**config.mk**
```make
export PLATFORM = sky130hd
export DESIGN_NAME = adaptive_staircase_tracker_unit_flat
export DESIGN_NICKNAME = d
export VERILOG_FILES = /design/src/rtl/core/ast_pkg.sv /design/src/rtl/core/ast_if.sv /design/src/rtl/core/ast_step_tables.sv /design/src/rtl/core/ast_trial_unit.sv /design/src/rtl/core/adaptive_staircase_tracker_unit.sv /design/src/flat_wrapper.sv
export SDC_FILE = /design/constraint.sdc
export NUM_CORES = 2
export LEC_CHECK = 0
export BUFFER_PORTS_ARGS = -buffer_cell sky130_fd_sc_hd__buf_2
export CAP_MARGIN = 10
export CORE_ASPECT_RATIO = 1.25
export CORE_UTILIZATION = 37
export DETAILED_ROUTE_END_ITERATION = 8
export MAX_ROUTING_LAYER = met4
export PLACE_DENSITY = 0.51
export SETUP_SLACK_MARGIN = 0.3
export SLEW_MARGIN = 30
export SYNTH_ARGS = -nofsm -noshare
export SYNTH_HDL_FRONTEND = slang
export SYNTH_SLANG_ARGS = --single-unit
```
**constraint.sdc**
```tcl
create_clock -name clk_i -period 26.8 [get_ports clk_i]
set_input_delay 2.68 -clock clk_i [delete_from_list [all_inputs] [get_ports clk_i]]
set_output_delay 2.68 -clock clk_i [all_outputs]
set_load 0.1 [all_outputs]
```
**src/rtl/core/ast_pkg.sv**
```systemverilog
// Shared types, constants and helper functions of the adaptive staircase tracker.
package ast_pkg;

  localparam int StepDepth = 16;
  localparam int HistDepth = 8;
  localparam int LevelW    = 32;

  localparam int StepIdxW  = $clog2(StepDepth);
  localparam int WinCntW   = $clog2(HistDepth + 1);
  localparam int StepW     = 31;
  localparam int CfgW      = 32;
  localparam int CfgIdxW   = 3;
  localparam int TrialW    = 10;
  localparam int RevW      = 8;
  localparam int HitW      = 8;
  localparam int FieldLvlW = 32;
  // room for level +/- one step and for the 32-bit clamp bounds
  localparam int CalcW     = ((LevelW > FieldLvlW) ? LevelW : FieldLvlW) + 2;

  typedef enum logic [1:0] {
    ActTrial      = 2'd0,
    ActLoadMulti  = 2'd1,
    ActLoadSingle = 2'd2,
    ActRestart    = 2'd3
  } action_e;

  typedef enum logic [CfgIdxW-1:0] {
    RegAscending     = 3'd0,
    RegAnswersNeeded = 3'd1,
    RegMaxTrials     = 3'd2,
    RegMaxReversals  = 3'd3,
    RegClampLower    = 3'd4,
    RegClampUpper    = 3'd5,
    RegClampHitLimit = 3'd6,
    RegStartLevel    = 3'd7
  } cfg_reg_e;

  typedef struct packed {
    logic                        ascending;
    logic [3:0]                  answers_needed;
    logic [TrialW-1:0]           max_trials;
    logic [4:0]                  max_reversals;
    logic signed [FieldLvlW-1:0] clamp_lower;
    logic signed [FieldLvlW-1:0] clamp_upper;
    logic [HitW-1:0]             clamp_hit_limit;
    logic signed [FieldLvlW-1:0] start_level;
  } cfg_t;

  typedef struct packed {
    action_e          action;
    logic             answer;
    logic [3:0]       step_index;
    logic [StepW-1:0] step_value;
  } item_t;

  typedef struct packed {
    logic                        is_multi;
    logic [StepIdxW-1:0]         idx;
  } step_rd_t;

  typedef struct packed {
    logic signed [FieldLvlW-1:0] level;
    logic [RevW-1:0]             reversals;
    logic [TrialW-1:0]           trials_done;
    logic                        reversed_now;
    logic                        finished;
  } result_t;

  localparam logic signed [CalcW-1:0] LvlMax = {{(CalcW - LevelW + 1){1'b0}},
                                                {(LevelW - 1){1'b1}}};
  localparam logic signed [CalcW-1:0] LvlMin = ~LvlMax;

  function automatic logic signed [LevelW-1:0] sat_level(input logic signed [CalcW-1:0] v);
    logic signed [CalcW-1:0] r;
    if (v > LvlMax) begin
      r = LvlMax;
    end else if (v < LvlMin) begin
      r = LvlMin;
    end else begin
      r = v;
    end
    return r[LevelW-1:0];
  endfunction

  // reversals/2, capped at entry max_reversals-1 and at the table end; that entry once the reversal limit is reached
  function automatic logic [StepIdxW-1:0] tab_index(input logic [RevW-1:0] rev,
                                                    input logic [4:0]      max_rev);
    logic [4:0]      mr;
    logic [RevW-1:0] lim;
    logic [RevW-1:0] i;
    mr  = (max_rev == '0) ? 5'd1 : max_rev;
    lim = RevW'(mr - 5'd1);
    i   = (rev == RevW'(mr)) ? lim : (rev >> 1);
    if (i > lim) i = lim;
    if (32'(i) > StepDepth - 1) i = RevW'(StepDepth - 1);
    return StepIdxW'(i);
  endfunction

endpackage

```
**src/rtl/core/ast_if.sv**
```systemverilog
// Valid/ready channel interfaces for input and result words.
interface ast_in_if;
  logic                      valid;
  logic                      ready;
  logic [1:0]                action;
  logic                      answer;
  logic [3:0]                step_index;
  logic [ast_pkg::StepW-1:0] step_value;

  modport source(output valid, action, answer, step_index, step_value, input ready);
  modport sink(input valid, action, answer, step_index, step_value, output ready);
endinterface

interface ast_out_if;
  logic                                 valid;
  logic                                 ready;
  logic signed [ast_pkg::FieldLvlW-1:0] level;
  logic [ast_pkg::RevW-1:0]             reversals;
  logic [ast_pkg::TrialW-1:0]           trials_done;
  logic                                 reversed_now;
  logic                                 finished;

  modport source(output valid, level, reversals, trials_done, reversed_now, finished,
                 input ready);
  modport sink(input valid, level, reversals, trials_done, reversed_now, finished,
               output ready);
endinterface

```
**src/rtl/core/ast_step_tables.sv**
```systemverilog
// Host-loaded single-answer and multi-answer step tables.
module ast_step_tables (
  input  logic                      clk_i,
  input  logic                      we_i,
  input  logic                      wr_multi_i,
  input  logic [3:0]                wr_index_i,
  input  logic [ast_pkg::StepW-1:0] wr_value_i,
  input  ast_pkg::step_rd_t         rd_i,
  output logic [ast_pkg::StepW-1:0] rd_value_o
);
  import ast_pkg::*;

  logic [StepW-1:0] multi_q  [StepDepth];
  logic [StepW-1:0] single_q [StepDepth];

  // an index past the table end is dropped
  always_ff @(posedge clk_i) begin
    for (int e = 0; e < StepDepth; e++) begin
      if (we_i && (32'(wr_index_i) == e)) begin
        if (wr_multi_i) begin
          multi_q[e] <= wr_value_i;
        end else begin
          single_q[e] <= wr_value_i;
        end
      end
    end
  end

  assign rd_value_o = rd_i.is_multi ? multi_q[rd_i.idx] : single_q[rd_i.idx];

endmodule

```
**src/rtl/core/ast_trial_unit.sv**
```systemverilog
// Tracker state and the combinational trial / restart update.
module ast_trial_unit (
  input  logic                      clk_i,
  input  logic                      rst_ni,
  input  logic                      en_i,
  input  ast_pkg::item_t            item_i,
  input  ast_pkg::cfg_t             cfg_i,
  output ast_pkg::step_rd_t         step_rd_o,
  input  logic [ast_pkg::StepW-1:0] step_val_i,
  output ast_pkg::result_t          result_o
);
  import ast_pkg::*;

  logic signed [LevelW-1:0] level_q, level_d;
  logic                     dir_q, dir_d;
  logic [RevW-1:0]          rev_q, rev_d;
  logic [TrialW-1:0]        trial_q, trial_d;
  logic [HistDepth-1:0]     hist_q, hist_d;
  logic [HitW-1:0]          uhits_q, uhits_d;
  logic [HitW-1:0]          lhits_q, lhits_d;

  logic [WinCntW-1:0]       n_eff;
  logic [HistDepth-1:0]     win;
  logic [TrialW-1:0]        trial_n;
  logic                     dir0;
  logic [HistDepth-1:0]     hist_sh, hx;
  logic                     asc, ans;
  logic                     single, multi, do_turn, target, turned;
  logic [RevW-1:0]          rev_n;
  logic signed [CalcW-1:0]  step_ext, level_ext, lvl_raw, lo, hi, lvl_cl;
  logic                     above, below;
  logic signed [CalcW-1:0]  level_out;

  assign asc = cfg_i.ascending;
  assign ans = item_i.answer;

  always_comb begin
    if (cfg_i.answers_needed == '0) begin
      n_eff = WinCntW'(1);
    end else if (32'(cfg_i.answers_needed) > HistDepth) begin
      n_eff = WinCntW'(HistDepth);
    end else begin
      n_eff = WinCntW'(cfg_i.answers_needed);
    end
    for (int b = 0; b < HistDepth; b++) begin
      win[b] = (32'(n_eff) > b);
    end
  end

  // trial path: at most one table step per trial
  always_comb begin
    trial_n = (trial_q == '1) ? trial_q : trial_q + 1'b1;
    dir0    = (trial_n == TrialW'(1)) ? ans : dir_q;
    hist_sh = HistDepth'({hist_q, ans});
    hx      = asc ? hist_sh : ~hist_sh;
    single  = (asc == ans);
    multi   = !single && ((rev_q == '0) ||
                          (((hx & win) == '0) && (trial_n > TrialW'(1))));
    do_turn = single || multi;
    target  = single ? asc : !asc;
    turned  = do_turn && (dir0 != target);
    rev_n   = (turned && (rev_q != '1)) ? rev_q + 1'b1 : rev_q;

    step_rd_o.is_multi = multi;
    step_rd_o.idx      = (multi && (rev_q == '0)) ? '0
                                                  : tab_index(rev_n, cfg_i.max_reversals);

    step_ext  = do_turn ? $signed(CalcW'(step_val_i)) : '0;
    level_ext = CalcW'(level_q);
    lvl_raw   = (asc ^ multi) ? level_ext - step_ext : level_ext + step_ext;
    lo        = CalcW'(cfg_i.clamp_lower);
    hi        = CalcW'(cfg_i.clamp_upper);
    above     = lvl_raw > hi;
    below     = lvl_raw < lo;
    lvl_cl    = below ? lo : (above ? hi : lvl_raw);
  end

  always_comb begin
    level_d = level_q;
    dir_d   = dir_q;
    rev_d   = rev_q;
    trial_d = trial_q;
    hist_d  = hist_q;
    uhits_d = uhits_q;
    lhits_d = lhits_q;
    unique case (item_i.action)
      ActTrial: begin
        level_d = sat_level(lvl_cl);
        dir_d   = do_turn ? target : dir0;
        rev_d   = rev_n;
        trial_d = trial_n;
        hist_d  = multi ? {HistDepth{asc}} : hist_sh;
        if (above && (uhits_q != '1)) uhits_d = uhits_q + 1'b1;
        if (below && (lhits_q != '1)) lhits_d = lhits_q + 1'b1;
      end
      ActRestart: begin
        level_d = sat_level(CalcW'(cfg_i.start_level));
        hist_d  = {HistDepth{asc}};
      end
      ActLoadMulti, ActLoadSingle: begin
      end
      default: begin
      end
    endcase
  end

  assign level_out = CalcW'(level_d);

  always_comb begin
    result_o.level        = level_out[FieldLvlW-1:0];
    result_o.reversals    = rev_d;
    result_o.trials_done  = trial_d;
    result_o.reversed_now = (item_i.action == ActTrial) && turned;
    result_o.finished     = (trial_d >= cfg_i.max_trials) ||
                            (rev_d >= RevW'(cfg_i.max_reversals)) ||
                            (uhits_d >= cfg_i.clamp_hit_limit) ||
                            (lhits_d >= cfg_i.clamp_hit_limit);
  end

  always_ff @(posedge clk_i or negedge rst_ni) begin
    if (!rst_ni) begin
      level_q <= '0;
      dir_q   <= 1'b1;
      rev_q   <= '0;
      trial_q <= '0;
      hist_q  <= '1;
      uhits_q <= '0;
      lhits_q <= '0;
    end else if (en_i) begin
      level_q <= level_d;
      dir_q   <= dir_d;
      rev_q   <= rev_d;
      trial_q <= trial_d;
      hist_q  <= hist_d;
      uhits_q <= uhits_d;
      lhits_q <= lhits_d;
    end
  end

endmodule

```
**src/rtl/core/adaptive_staircase_tracker_unit.sv**
```systemverilog
// Top level of the adaptive staircase tracker.
// Each accepted input word is registered, and its result word is registered once the result
// register is free. Throughput: one word per cycle while the output is not stalled; the state
// update (table read, add, clamp, counter update) is combinational between the input and result registers.
// Reset (async, active low) clears level, counters and hit counts, sets the
// direction and history to ones and loads the register defaults; step tables are not cleared.
module adaptive_staircase_tracker_unit (
  input  logic                        clk_i,
  input  logic                        rst_ni,
  input  logic                        cfg_we_i,
  input  logic [ast_pkg::CfgIdxW-1:0] cfg_index_i,
  input  logic [ast_pkg::CfgW-1:0]    cfg_data_i,
  ast_in_if.sink                      in_i,
  ast_out_if.source                   out_o
);
  import ast_pkg::*;

  cfg_t             cfg_q;
  item_t            item_q;
  logic             inq_valid_q;
  result_t          res_q;
  logic             outq_valid_q;
  logic             advance;
  logic             in_acc;
  result_t          result;
  step_rd_t         step_rd;
  logic [StepW-1:0] step_val;

  assign advance     = inq_valid_q && (!outq_valid_q || out_o.ready);
  assign in_i.ready  = !inq_valid_q || advance;
  assign in_acc      = in_i.valid && in_i.ready;

  always_ff @(posedge clk_i or negedge rst_ni) begin
    if (!rst_ni) begin
      cfg_q.ascending       <= 1'b1;
      cfg_q.answers_needed  <= 4'd3;
      cfg_q.max_trials      <= TrialW'(30);
      cfg_q.max_reversals   <= 5'd3;
      cfg_q.clamp_lower     <= {1'b1, {(FieldLvlW - 1){1'b0}}};
      cfg_q.clamp_upper     <= {1'b0, {(FieldLvlW - 1){1'b1}}};
      cfg_q.clamp_hit_limit <= HitW'(3);
      cfg_q.start_level     <= '0;
    end else if (cfg_we_i) begin
      unique case (cfg_reg_e'(cfg_index_i))
        RegAscending:     cfg_q.ascending       <= cfg_data_i[0];
        RegAnswersNeeded: cfg_q.answers_needed  <= cfg_data_i[3:0];
        RegMaxTrials:     cfg_q.max_trials      <= cfg_data_i[TrialW-1:0];
        RegMaxReversals:  cfg_q.max_reversals   <= cfg_data_i[4:0];
        RegClampLower:    cfg_q.clamp_lower     <= $signed(cfg_data_i[FieldLvlW-1:0]);
        RegClampUpper:    cfg_q.clamp_upper     <= $signed(cfg_data_i[FieldLvlW-1:0]);
        RegClampHitLimit: cfg_q.clamp_hit_limit <= cfg_data_i[HitW-1:0];
        RegStartLevel:    cfg_q.start_level     <= $signed(cfg_data_i[FieldLvlW-1:0]);
        default: begin
        end
      endcase
    end
  end

  always_ff @(posedge clk_i or negedge rst_ni) begin
    if (!rst_ni) begin
      inq_valid_q  <= 1'b0;
      outq_valid_q <= 1'b0;
    end else begin
      if (in_acc) begin
        inq_valid_q <= 1'b1;
      end else if (advance) begin
        inq_valid_q <= 1'b0;
      end
      if (advance) begin
        outq_valid_q <= 1'b1;
      end else if (out_o.ready) begin
        outq_valid_q <= 1'b0;
      end
    end
  end

  always_ff @(posedge clk_i) begin
    if (in_acc) begin
      item_q.action     <= action_e'(in_i.action);
      item_q.answer     <= in_i.answer;
      item_q.step_index <= in_i.step_index;
      item_q.step_value <= in_i.step_value;
    end
    if (advance) begin
      res_q <= result;
    end
  end

  ast_step_tables u_tables (
    .clk_i      (clk_i),
    .we_i       (advance && ((item_q.action == ActLoadMulti) ||
                             (item_q.action == ActLoadSingle))),
    .wr_multi_i (item_q.action == ActLoadMulti),
    .wr_index_i (item_q.step_index),
    .wr_value_i (item_q.step_value),
    .rd_i       (step_rd),
    .rd_value_o (step_val)
  );

  ast_trial_unit u_trial (
    .clk_i      (clk_i),
    .rst_ni     (rst_ni),
    .en_i       (advance),
    .item_i     (item_q),
    .cfg_i      (cfg_q),
    .step_rd_o  (step_rd),
    .step_val_i (step_val),
    .result_o   (result)
  );

  assign out_o.valid        = outq_valid_q;
  assign out_o.level        = res_q.level;
  assign out_o.reversals    = res_q.reversals;
  assign out_o.trials_done  = res_q.trials_done;
  assign out_o.reversed_now = res_q.reversed_now;
  assign out_o.finished     = res_q.finished;

endmodule

```
**src/flat_wrapper.sv**
```systemverilog
// flat-port wrapper written by rule: the top's interface ports become plain ports
module adaptive_staircase_tracker_unit_flat import ast_pkg::*;
  (clk_i, rst_ni, cfg_we_i, cfg_index_i, cfg_data_i, in_i_valid, in_i_action, in_i_answer, in_i_step_index, in_i_step_value, in_i_ready, out_o_valid, out_o_level, out_o_reversals, out_o_trials_done, out_o_reversed_now, out_o_finished, out_o_ready);
  ast_in_if in_i_i ();
  ast_out_if out_o_i ();
  input  logic clk_i;
  input  logic rst_ni;
  input  logic cfg_we_i;
  input  logic [ast_pkg::CfgIdxW-1:0] cfg_index_i;
  input  logic [ast_pkg::CfgW-1:0] cfg_data_i;
  input wire logic [$bits(in_i_i.valid)-1:0] in_i_valid;
  input wire logic [$bits(in_i_i.action)-1:0] in_i_action;
  input wire logic [$bits(in_i_i.answer)-1:0] in_i_answer;
  input wire logic [$bits(in_i_i.step_index)-1:0] in_i_step_index;
  input wire logic [$bits(in_i_i.step_value)-1:0] in_i_step_value;
  output wire logic [$bits(in_i_i.ready)-1:0] in_i_ready;
  output wire logic [$bits(out_o_i.valid)-1:0] out_o_valid;
  output wire logic [$bits(out_o_i.level)-1:0] out_o_level;
  output wire logic [$bits(out_o_i.reversals)-1:0] out_o_reversals;
  output wire logic [$bits(out_o_i.trials_done)-1:0] out_o_trials_done;
  output wire logic [$bits(out_o_i.reversed_now)-1:0] out_o_reversed_now;
  output wire logic [$bits(out_o_i.finished)-1:0] out_o_finished;
  input wire logic [$bits(out_o_i.ready)-1:0] out_o_ready;
  assign in_i_i.valid = in_i_valid;
  assign in_i_i.action = in_i_action;
  assign in_i_i.answer = in_i_answer;
  assign in_i_i.step_index = in_i_step_index;
  assign in_i_i.step_value = in_i_step_value;
  assign in_i_ready = in_i_i.ready;
  assign out_o_valid = out_o_i.valid;
  assign out_o_level = out_o_i.level;
  assign out_o_reversals = out_o_i.reversals;
  assign out_o_trials_done = out_o_i.trials_done;
  assign out_o_reversed_now = out_o_i.reversed_now;
  assign out_o_finished = out_o_i.finished;
  assign out_o_i.ready = out_o_ready;
  adaptive_staircase_tracker_unit u_core (.clk_i(clk_i), .rst_ni(rst_ni), .cfg_we_i(cfg_we_i), .cfg_index_i(cfg_index_i), .cfg_data_i(cfg_data_i), .in_i(in_i_i), .out_o(out_o_i));
endmodule
```
==> summary.txt <==
Clock network
  • CTS Buffer Depth: 3
  • Hold Buf Count CTS: 0
  • Setup bufs post-CTS: 0
  • Cts bufs inserted: 138
  • Skew-Pair Late Insertion Delay: 0.80 ns
  • Clk sinks: 1282
  • CTS tree: done
  • Cts repair resizes: 0
  • H-Tree Depth: 4
  • Reg clk slew, reported paths: 0.07 ns
  • Root Driver: clkbuf_16

Cells and area
  • Most common cell after layout, fill and taps aside: edfxtp_1
  • Area occupied by multi-input gates: 19100 um2
  • Most frequent cells in the layout: 1082 x edfxtp_1, 398 x nand2_1, 175 x a21oi_1
  • Share of post-route cells with drive strength above 1: 0.173
  • Design area: 66100 um2
  • Area Growth Syn to Fin: 14.1%
  • Number of fill cells: 14200
  • Final nets: 4739
  • Fin util: 0.427
  • Seq. cell area: 37600 um2

Global routing
  • Number of global-route vias before repair: 38000
  • Initial antenna violation count: 2
  • First-pass GRT wire length: 282000 um
  • GRT Total Usage: 0.256
  • Congestion Overflow GR: 0
  • Largest net degree at the start of global routing: 108

Min path
  • Worst Hold Class: reg2reg
  • Hold depth: 1

Synth
  • Mapped Cells: 4330
  • Mapped cell area: 57900 um2
  • Syn nets: 4553
  • Post-synth cell types: 111
  • Syn Area/Cell: 13.4 um2
  • Register area share after synthesis: 0.649
  • Async S/R FF share, synth: 0.156
  • Syn. warnings: 0
  • Synthesized flop and latch total: 1282
  • Ys flop type: edfxtp_1
  • Number of flops mapped to enable cells by yosys: 1082

STA
  • Setup violators final: 0
  • RSZ-0062 raised after global routing: no
  • Setup Skew: 0.0276 ns
  • Final hold viol count: 0
  • Fmax: 51.7 MHz
  • Measured slew at the worst slew-check pin: 1.03 ns
  • Period utilisation layout: 0.722
  • Final Slew Violations: 0
  • Relative slew margins: 0.310
  • Post-Route Setup TNS: 0 ns
  • Min Tclk post-route: 19.36 ns

Placed design
  • Placer's final routability congestion estimate: 0.871
  • Port Buffers: 131
  • Dpl hpwl: 118000 um
  • Post-DP Area: 61500 um2

Routing
  • Drt drc: 32
  • Post-DRT Antenna Nets: 0
  • Via density: 5.87
  • Drt total wl: 199000 um
  • DRT iter0 DRCs: 4054
  • Wire length per cell: 29.8 um
  • Vias post-DR: 39200
  • Router iterations before antenna repair: 8

Critical path
  • Worst path max stage delay: 0.87 ns
  • Critical path's slowest cell: a311oi_2
  • Worst EP arrival: 19.87 ns
  • Crit end category: flip-flop
  • WP depth: 72
  • Critical Path RT: 27.32 ns
  • CP Max Fanout: 44
  • Family with the most delay on the worst path: compound AO/OA/AOI/OAI gates
  • CP startpoint kind: flip-flop
  • Critical path type: reg2reg
  • CP most frequent cell: o21ai_0
  • CP bufs+invs: 4
  • Internal reg-to-reg setup slack: 7.44 ns
  • Worst Reg-to-Reg Cells: 72

Die
  • CORE AREA: 155000 um2
  • Die Height: 444 um
  • Ports: 132
  • Chip width: 356 um
  • Initial core utilization: 0.374
  • FP Rows: 161
  • DIE AREA: 158000 um2

Run
  • Max-Cap Viols: 0

Run status
  • Status: finished, violations left
  • Violated checks: design-rule violations
[cells by family after synthesis]
kind of cell,synth area share
AOI/OAI and AO/OA,0.133
xor gates and xnor gates,0.0174
adders and majority gates,0.0317
buffers and inverters,0.0294
DFF,0.649
muxes,0.0506
other,0.0000648
and+or+nand+nor,0.0888
[cells in the mapped netlist, types with 15 or more instances]
cell      instances  area [um2]
o21a_1           22         165
buf_1            23        86.3
xnor2_1          70         613
o221ai_1         29         254
a221oi_1         89         780
buf_4            23         173
o211ai_1         20         150
a22oi_1          39         293
o21ai_0         161         806
mux2i_1         135        1350
buf_2            65         325
buf_6            15         169
and2_1           37         231
mux2_2          116        1310
ha_1            144        1800
and3_1           30         188
o31a_1           17         149
a211o_1          25         219
a32oi_1          17         149
dfstp_2          51        1340
inv_1           128         480
clkbuf_1        117         439
dfrtp_1         149        3730
nor2_1          203         762
o22ai_1         115         719
a211oi_1         48         360
nand3_1         118         591
xor2_1           43         377
nor3_1           57         285
o31ai_1          23         173
a221o_1          21         210
nand4_1          42         263
nand2b_1         24         150
nand2_1         399        1500
nor2b_1          26         163
or3_1            23         144
edfxtp_1       1082       32500
a21oi_1         176         881
nor4_1           34         213
a21o_1           34         255
a31oi_1          77         482
[worst reg2reg max path: cells and delay by family (launching register included)]
kind | cells | cell delay, ns
AO/OA/AOI/OAI | 40 | 9.75
AND/OR/NAND/NOR | 20 | 3.81
buffers and inverters | 4 | 2.14
adder cells (fa/ha/maj) | 5 | 1.47
multiplexers | 2 | 1.01
flip-flops | 1 | 0.74
XOR/XNOR | 1 | 0.20
[layout make-up]
cell class | count | area share
clock buffer | 187 | 0.0563
clock inverter | 63 | 0.00856
tap | 2037 | 0.0386
timing repair buffer | 290 | 0.0309
multi-input combinational | 2672 | 0.289
sequential | 1282 | 0.569
inverter | 132 | 0.00752
antenna | 2 | 0.0000758
[registers in the layout, summed over array words and instances (netlist names), 10 cells and up]
name	count
u_core.cfg_q	124
u_core.u_tables.single_q	496
u_core.u_trial.trial_q	10
u_core.item_q	38
u_core.out_o.level	32
u_core.u_trial.level_q	32
u_core.u_tables.multi_q	496
u_core.out_o.trials_done	10
[worst paths after layout]
check | start | endpoint
min in group asynchronous | rst_ni | u_core.u_trial.trial_q[4]$_DFFE_PN0P_
min reg2reg | u_core.inq_valid_q$_DFFE_PN0P_ | u_core.out_o.valid$_DFFE_PN0P_
max reg2reg | u_core.cfg_q[123]$_DFFE_PN1P_ | u_core.out_o.finished$_DFFE_PP_
max | u_core.cfg_q[123]$_DFFE_PN1P_ | u_core.out_o.finished$_DFFE_PP_
max in group asynchronous | rst_ni | u_core.cfg_q[17]$_DFFE_PN0P_
min | u_core.inq_valid_q$_DFFE_PN0P_ | u_core.out_o.valid$_DFFE_PN0P_
[routing by layer]
| layer | part of all wire | GRT usage |
|---|---|---|
| met5 | 0 | - |
| met4 | 0.045 | 0.107 |
| met3 | 0.065 | 0.0364 |
| met2 | 0.49 | 0.420 |
| met1 | 0.40 | 0.314 |
[per-stage QoR]
stage          std cells  hold slack [ns]  setup WS (ns)
2_1_floorplan       4330            0.457          11.65
3_3_place_gp        6381            0.468           7.55
3_5_place_dp        6393            0.485           7.38
4_1_cts             6643            0.502           7.30
5_1_grt             6664            0.526           5.93
6_report            6665            0.498           7.44
Power is not shown: default switching activity piles up to over one toggle a cycle in this logic, so the estimate is an artifact.
